File: src/rtl/aesbe_pkg.sv
package aesbe_pkg;

    localparam int MAX_ROUNDS_DEF = 14;
    localparam int NUM_REGS       = 5;
    localparam int CFG_IDX_W      = 3;

    localparam logic [CFG_IDX_W-1:0] REG_MODE = 3'd0;
    localparam logic [CFG_IDX_W-1:0] REG_KEY0 = 3'd1;
    localparam logic [CFG_IDX_W-1:0] REG_KEY1 = 3'd2;
    localparam logic [CFG_IDX_W-1:0] REG_KEY2 = 3'd3;
    localparam logic [CFG_IDX_W-1:0] REG_KEY3 = 3'd4;

    localparam logic [1:0] MODE_128 = 2'd0;
    localparam logic [1:0] MODE_192 = 2'd1;
    localparam logic [1:0] MODE_256 = 2'd2;
    // mode three runs as a 256-bit key
    localparam logic [1:0] MODE_ODD = 2'd3;

    typedef struct packed {
        logic [63:0] plain_high;
        logic [63:0] plain_low;
    } in_item_t;

    typedef struct packed {
        logic [63:0] cipher_high;
        logic [63:0] cipher_low;
    } out_item_t;

    function automatic logic [7:0] sbox(input logic [7:0] a);
        logic [7:0] t [256];
        t = '{
        8'h63,8'h7c,8'h77,8'h7b,8'hf2,8'h6b,8'h6f,8'hc5,8'h30,8'h01,8'h67,8'h2b,8'hfe,8'hd7,8'hab,8'h76,
        8'hca,8'h82,8'hc9,8'h7d,8'hfa,8'h59,8'h47,8'hf0,8'had,8'hd4,8'ha2,8'haf,8'h9c,8'ha4,8'h72,8'hc0,
        8'hb7,8'hfd,8'h93,8'h26,8'h36,8'h3f,8'hf7,8'hcc,8'h34,8'ha5,8'he5,8'hf1,8'h71,8'hd8,8'h31,8'h15,
        8'h04,8'hc7,8'h23,8'hc3,8'h18,8'h96,8'h05,8'h9a,8'h07,8'h12,8'h80,8'he2,8'heb,8'h27,8'hb2,8'h75,
        8'h09,8'h83,8'h2c,8'h1a,8'h1b,8'h6e,8'h5a,8'ha0,8'h52,8'h3b,8'hd6,8'hb3,8'h29,8'he3,8'h2f,8'h84,
        8'h53,8'hd1,8'h00,8'hed,8'h20,8'hfc,8'hb1,8'h5b,8'h6a,8'hcb,8'hbe,8'h39,8'h4a,8'h4c,8'h58,8'hcf,
        8'hd0,8'hef,8'haa,8'hfb,8'h43,8'h4d,8'h33,8'h85,8'h45,8'hf9,8'h02,8'h7f,8'h50,8'h3c,8'h9f,8'ha8,
        8'h51,8'ha3,8'h40,8'h8f,8'h92,8'h9d,8'h38,8'hf5,8'hbc,8'hb6,8'hda,8'h21,8'h10,8'hff,8'hf3,8'hd2,
        8'hcd,8'h0c,8'h13,8'hec,8'h5f,8'h97,8'h44,8'h17,8'hc4,8'ha7,8'h7e,8'h3d,8'h64,8'h5d,8'h19,8'h73,
        8'h60,8'h81,8'h4f,8'hdc,8'h22,8'h2a,8'h90,8'h88,8'h46,8'hee,8'hb8,8'h14,8'hde,8'h5e,8'h0b,8'hdb,
        8'he0,8'h32,8'h3a,8'h0a,8'h49,8'h06,8'h24,8'h5c,8'hc2,8'hd3,8'hac,8'h62,8'h91,8'h95,8'he4,8'h79,
        8'he7,8'hc8,8'h37,8'h6d,8'h8d,8'hd5,8'h4e,8'ha9,8'h6c,8'h56,8'hf4,8'hea,8'h65,8'h7a,8'hae,8'h08,
        8'hba,8'h78,8'h25,8'h2e,8'h1c,8'ha6,8'hb4,8'hc6,8'he8,8'hdd,8'h74,8'h1f,8'h4b,8'hbd,8'h8b,8'h8a,
        8'h70,8'h3e,8'hb5,8'h66,8'h48,8'h03,8'hf6,8'h0e,8'h61,8'h35,8'h57,8'hb9,8'h86,8'hc1,8'h1d,8'h9e,
        8'he1,8'hf8,8'h98,8'h11,8'h69,8'hd9,8'h8e,8'h94,8'h9b,8'h1e,8'h87,8'he9,8'hce,8'h55,8'h28,8'hdf,
        8'h8c,8'ha1,8'h89,8'h0d,8'hbf,8'he6,8'h42,8'h68,8'h41,8'h99,8'h2d,8'h0f,8'hb0,8'h54,8'hbb,8'h16};
        return t[a];
    endfunction

    function automatic logic [7:0] xtime(input logic [7:0] a);
        return {a[6:0], 1'b0} ^ (a[7] ? 8'h1b : 8'h00);
    endfunction

    function automatic logic [31:0] sub_word(input logic [31:0] w);
        return {sbox(w[31:24]), sbox(w[23:16]), sbox(w[15:8]), sbox(w[7:0])};
    endfunction

    // SubBytes + ShiftRows, byte 0 in bits 127:120
    function automatic logic [127:0] sub_shift(input logic [127:0] s);
        logic [127:0] t;
        for (int c = 0; c < 4; c++) begin
            for (int r = 0; r < 4; r++) begin
                t[127-8*(c*4+r) -: 8] = sbox(s[127-8*(((c+r)%4)*4+r) -: 8]);
            end
        end
        return t;
    endfunction

    function automatic logic [127:0] mix_columns(input logic [127:0] s);
        logic [127:0] t;
        logic [7:0] a0, a1, a2, a3, al;
        for (int c = 0; c < 4; c++) begin
            a0 = s[127-32*c -: 8];
            a1 = s[119-32*c -: 8];
            a2 = s[111-32*c -: 8];
            a3 = s[103-32*c -: 8];
            al = a0 ^ a1 ^ a2 ^ a3;
            t[127-32*c -: 8] = a0 ^ al ^ xtime(a0 ^ a1);
            t[119-32*c -: 8] = a1 ^ al ^ xtime(a1 ^ a2);
            t[111-32*c -: 8] = a2 ^ al ^ xtime(a2 ^ a3);
            t[103-32*c -: 8] = a3 ^ al ^ xtime(a3 ^ a0);
        end
        return t;
    endfunction

endpackage

File: src/rtl/aesbe_round_cell.sv
// One round cell: registers the state after one AES round, or passes it through unchanged when pass is set.
module aesbe_round_cell (
    input  logic         clk,
    input  logic         rst_n,
    input  logic         en,
    input  logic         valid_in,
    input  logic         mix,
    input  logic         pass,
    input  logic [127:0] state_in,
    input  logic [127:0] rkey,
    output logic         valid_out,
    output logic [127:0] state_out
);
    logic [127:0] ss, st_next, st_reg;
    logic         v_reg;

    always_comb
    begin
        ss = aesbe_pkg::sub_shift(state_in);
        if (mix) ss = aesbe_pkg::mix_columns(ss);
        st_next = pass ? state_in : (ss ^ rkey);
    end

    always_ff @(posedge clk or negedge rst_n)
    begin
        if (!rst_n) v_reg <= 1'b0;
        else if (en) v_reg <= valid_in;
    end

    always_ff @(posedge clk)
    begin
        if (en) st_reg <= st_next;
    end

    assign valid_out = v_reg;
    assign state_out = st_reg;
endmodule

File: config.mk
export PLATFORM = sky130hd
export DESIGN_NAME = aesbe_round_cell
export DESIGN_NICKNAME = d
export VERILOG_FILES = /design/src/rtl/aesbe_pkg.sv /design/src/rtl/aesbe_round_cell.sv
export SDC_FILE = /design/constraint.sdc
export NUM_CORES = 2
export LEC_CHECK = 0
export CAP_MARGIN = 30
export CORE_MARGIN = 2
export CORE_UTILIZATION = 30
export CTS_BUF_LIST = sky130_fd_sc_hd__clkbuf_16
export CTS_CLUSTER_SIZE = 25
export DETAILED_ROUTE_END_ITERATION = 10
export DONT_BUFFER_PORTS = 1
export SETUP_SLACK_MARGIN = 0.02
export SYNTH_ARGS = -nofsm -noshare
export SYNTH_HDL_FRONTEND = slang
export SYNTH_SLANG_ARGS = --single-unit
File: constraint.sdc
create_clock -name clk -period 0.95 [get_ports clk]
set_clock_uncertainty 0.05 [all_clocks]
set_input_delay 0.285 -clock clk [delete_from_list [all_inputs] [get_ports clk]]
set_output_delay 0.285 -clock clk [all_outputs]
set_load 0.005 [all_outputs]
==> impl_results.md <==
- Clock slew seen by the registers of the worst setup and hold paths: roughly 0.10 ns
- Rows: about 170
- Largest net degree at the start of global routing: approximately 180
- Yosys cell types: between 100 and 150
- Hold WS: -0.187 ns
- CTS max path bufs: 2
- Critical-path top delay cell: a2111oi_1
- Post-route minimum period: ~3.4 ns
- Maxcap violations: 0
- Area grow syn2layout: 51.3%
- Post-Route Setup TNS: -332.44 ns
- Placed inst area: approximately 90,000 um2
- Cell count after synthesis: roughly 9.6k
- Iter 0 DRT Violations: between 15k and 20k
- Status: complete, but fails checks
- Failing checks: hold timing, setup timing
- Final worst slack: -2.40 ns
- Drt pass-1 iters: 10
- Mapped Nets: 10.1k
- GRT Residual Overflow: 0
- Layout cell share with drive strength beyond 1: between 30% and 40%
- Worst setup path startpoint: state_in[25]
- Leak: 39.9 nW
- First-pass GRT wire length: between 600,000 and 700,000 um
- Reg2reg end: valid_out$_DFFE_PN0P_
- Overall power: around 100 mW
- Final Max Tran Viols: 0
- Nets@finish: around 12k
- Crit path largest cell delay: between 0.5 and 0.6 ns
- Yosys warnings: 0
- CTS Hold Bufs: 70
- Main synth FF type: edfxtp_1
- RSZ-0062 raised after global routing: yes
- Cell mode on critical path: buf_4
- EDFF count, synth: 128
- Final hold violation count: between 60 and 70
- Worst Hold Class: in -> reg
- Clock root cell: clkbuf_16
- Arr. time, crit path: between 3 and 4 ns
- Critical path cell sequence: inv_12 -> buf_4 -> ha_2 -> nor2_1 -> buf_4 -> buf_4 -> o311ai_0 -> a21oi_1 -> a2111oi_1 -> buf_4 -> a211o_4 -> xor2_4 -> buf_6 -> xnor3_1 -> nor2b_1 -> xnor2_1 -> buf_4 -> mux2i_4
- Mean Syn Cell Area: between 6 and 7 um2
- # clock sinks: 129
- Starting Density: ~30%
- DR WL/cell: just over 30 um
- GRT Util Overall: 37.5%
- CTS tree: yes
- CTS buffer count: 17
- Async SR Flop Fraction: less than 1%
- Final Wtd Congestion: 1.10
- Setup violators final: about 260
- R2r startpoint: valid_out$_DFFE_PN0P_
- Final WL: about 440,000 um
- Die width: between 400 and 500 um
- Fillers: between 20k and 25k
- Latest clock arrival within the worst-skew pair: between 0.5 and 0.6 ns
- Synthesis-stage register bit count: ~130
- CP top delay family: compound AO/OA/AOI/OAI gates
- Pre-CTS WS: -3.39 ns
- Post-route cell area: 100,000 um2
- CP endpoint kind: flip-flop
- Vias in the first global route: slightly below 90k
- Via count: around 94k
- Chip height: 474 um
- H-tree levels: 4
- Post-synthesis sequential area ratio: 5.83%
- Antenna viol nets, final: 0
- Number of stages on the worst setup path: 18
- Reg2Reg Depth: 1
- Peak supply drop: between 1.5 and 2 mV
- WP buf/inv: 7
- CP Launch Type: input port
- R2r setup slk: roughly 0.11 ns
- Crit path kind: in -> reg
- Core area: 220,000 um2
- Worst endpoint required time: roughly 1.2 ns
- Measured slew at the worst slew-check pin: approximately 1.1 ns
- Io pins: slightly below 400
- Critical Path Sink: state_out[24]$_DFFE_PP_
- Netlist Area Pre-Place: ~66,000 um2
- Pwr Density: 981 nW/um2
- Max_slew headroom: about a quarter
- Initial antenna violation count: 39
- Fmax achieved: roughly 0.30 GHz
- DRC: 0
- Port-buffer cells: 0
- Vias per inst: roughly 6.4
- Post-DP HPWL: between 300,000 and 400,000 um
- Fin crit share: 353%
- CP Max Fanout: 30
- Die area: about 220,000 um2
[stage by stage]
step	std cells	utilization (%)
2_1_floorplan	9572	-
3_3_place_gp	14300	41.1
3_5_place_dp	14300	41.1
4_1_cts	14600	44.8
5_1_grt	14600	45.7
6_report	14600	45.7
[cell usage after synthesis (all sizes together) (128+ instances only)]
cell,instances,area share [%]
nand2b,331,3.1
edfxtp,128,5.8
a311oi,192,2.6
a31oi,199,1.9
nor3,381,2.9
ha,237,4.5
a21oi,764,5.8
nand3,303,2.3
nand2,704,4.0
o311ai,189,2.5
xor2,203,2.8
mux4,200,6.8
buf,565,4.4
inv,145,0.82
o21ai,772,5.8
o211ai,213,2.4
nor2,690,3.9
a211oi,204,2.3
xnor2,408,5.5
clkbuf,615,3.5
nor2b,290,2.7
[power breakdown]
part | internal, mW | leakage [nW] | switching [mW]
Combinational | 41.4 | 38.4 | 40.2
Sequential | 7.83 | 1.26 | 1.27
Clock | 3.88 | 0.280 | 3.90
Total | 53.1 | 39.9 | 45.4
[layout by cell type (no fill, tap or decap), types with 240 or more instances in the layout]
cell	n
nor2_1	622
nor3_1	352
a21oi_1	682
nor2b_1	240
xnor2_1	258
nand2_1	671
buf_4	2773
o21ai_0	630
nand2b_1	288
nand3_1	295
[layout make-up]
type,count,area (um2),area share [%]
clock inverter,15,156,0.156
timing repair buffer,3216,27000,26.9
multi-input combinational,8090,64200,64.0
inverter,173,962,0.958
sequential,129,3870,3.85
clock buffer,17,425,0.424
antenna,20,50.0,0.0499
tap,2958,3700,3.69
[flip-flops by register name, summed over array words and instances, names as in the netlist]
register	count
state_out	128
valid_out	1
[routing by layer]
metal / vias up / GRT usage [%] / routed length (um)
li1: 40500 / - / -
met1: 45400 / 47.2 / 169000
met2: 6676 / 56.4 / 190000
met3: 1486 / 8.67 / 48700
met4: 34 / 26.0 / 36700
met5: - / 0 / 228
[logic make-up (layout without fill, tap and decap cells)]
kind of cell	after synthesis	count (layout)	share of synthesized area, %
other	0	20	0
buffers and inverters	1353	3421	8.91
XOR/XNOR	645	645	9.46
adder cells (fa/ha/maj)	237	237	4.47
AO/OA/AOI/OAI	3632	3632	37.9
flip-flops	129	129	5.83
multiplexers	362	362	9.35
AND/OR/NAND/NOR	3214	3214	24.1
[timing repair]
item	in CTS	in global routing
gates cloned	1	1
resized for setup	1071	326
setup endpoints to repair	257	257
pin swaps	421	270
buffers inserted	226	53
endpoints found under the hold margin	205	99
[worst min path at each step]
stage,start,end,cells after the start
5_1_grt,en,state_out[64]$_DFFE_PP_,0
2_1_floorplan,rst_n,valid_out$_DFFE_PN0P_,0
6_report,en,state_out[64]$_DFFE_PP_,0
3_3_place_gp,rst_n,valid_out$_DFFE_PN0P_,0
3_5_place_dp,rst_n,valid_out$_DFFE_PN0P_,0
4_1_cts,en,state_out[64]$_DFFE_PP_,0
Power figures use the tool's default switching activity.
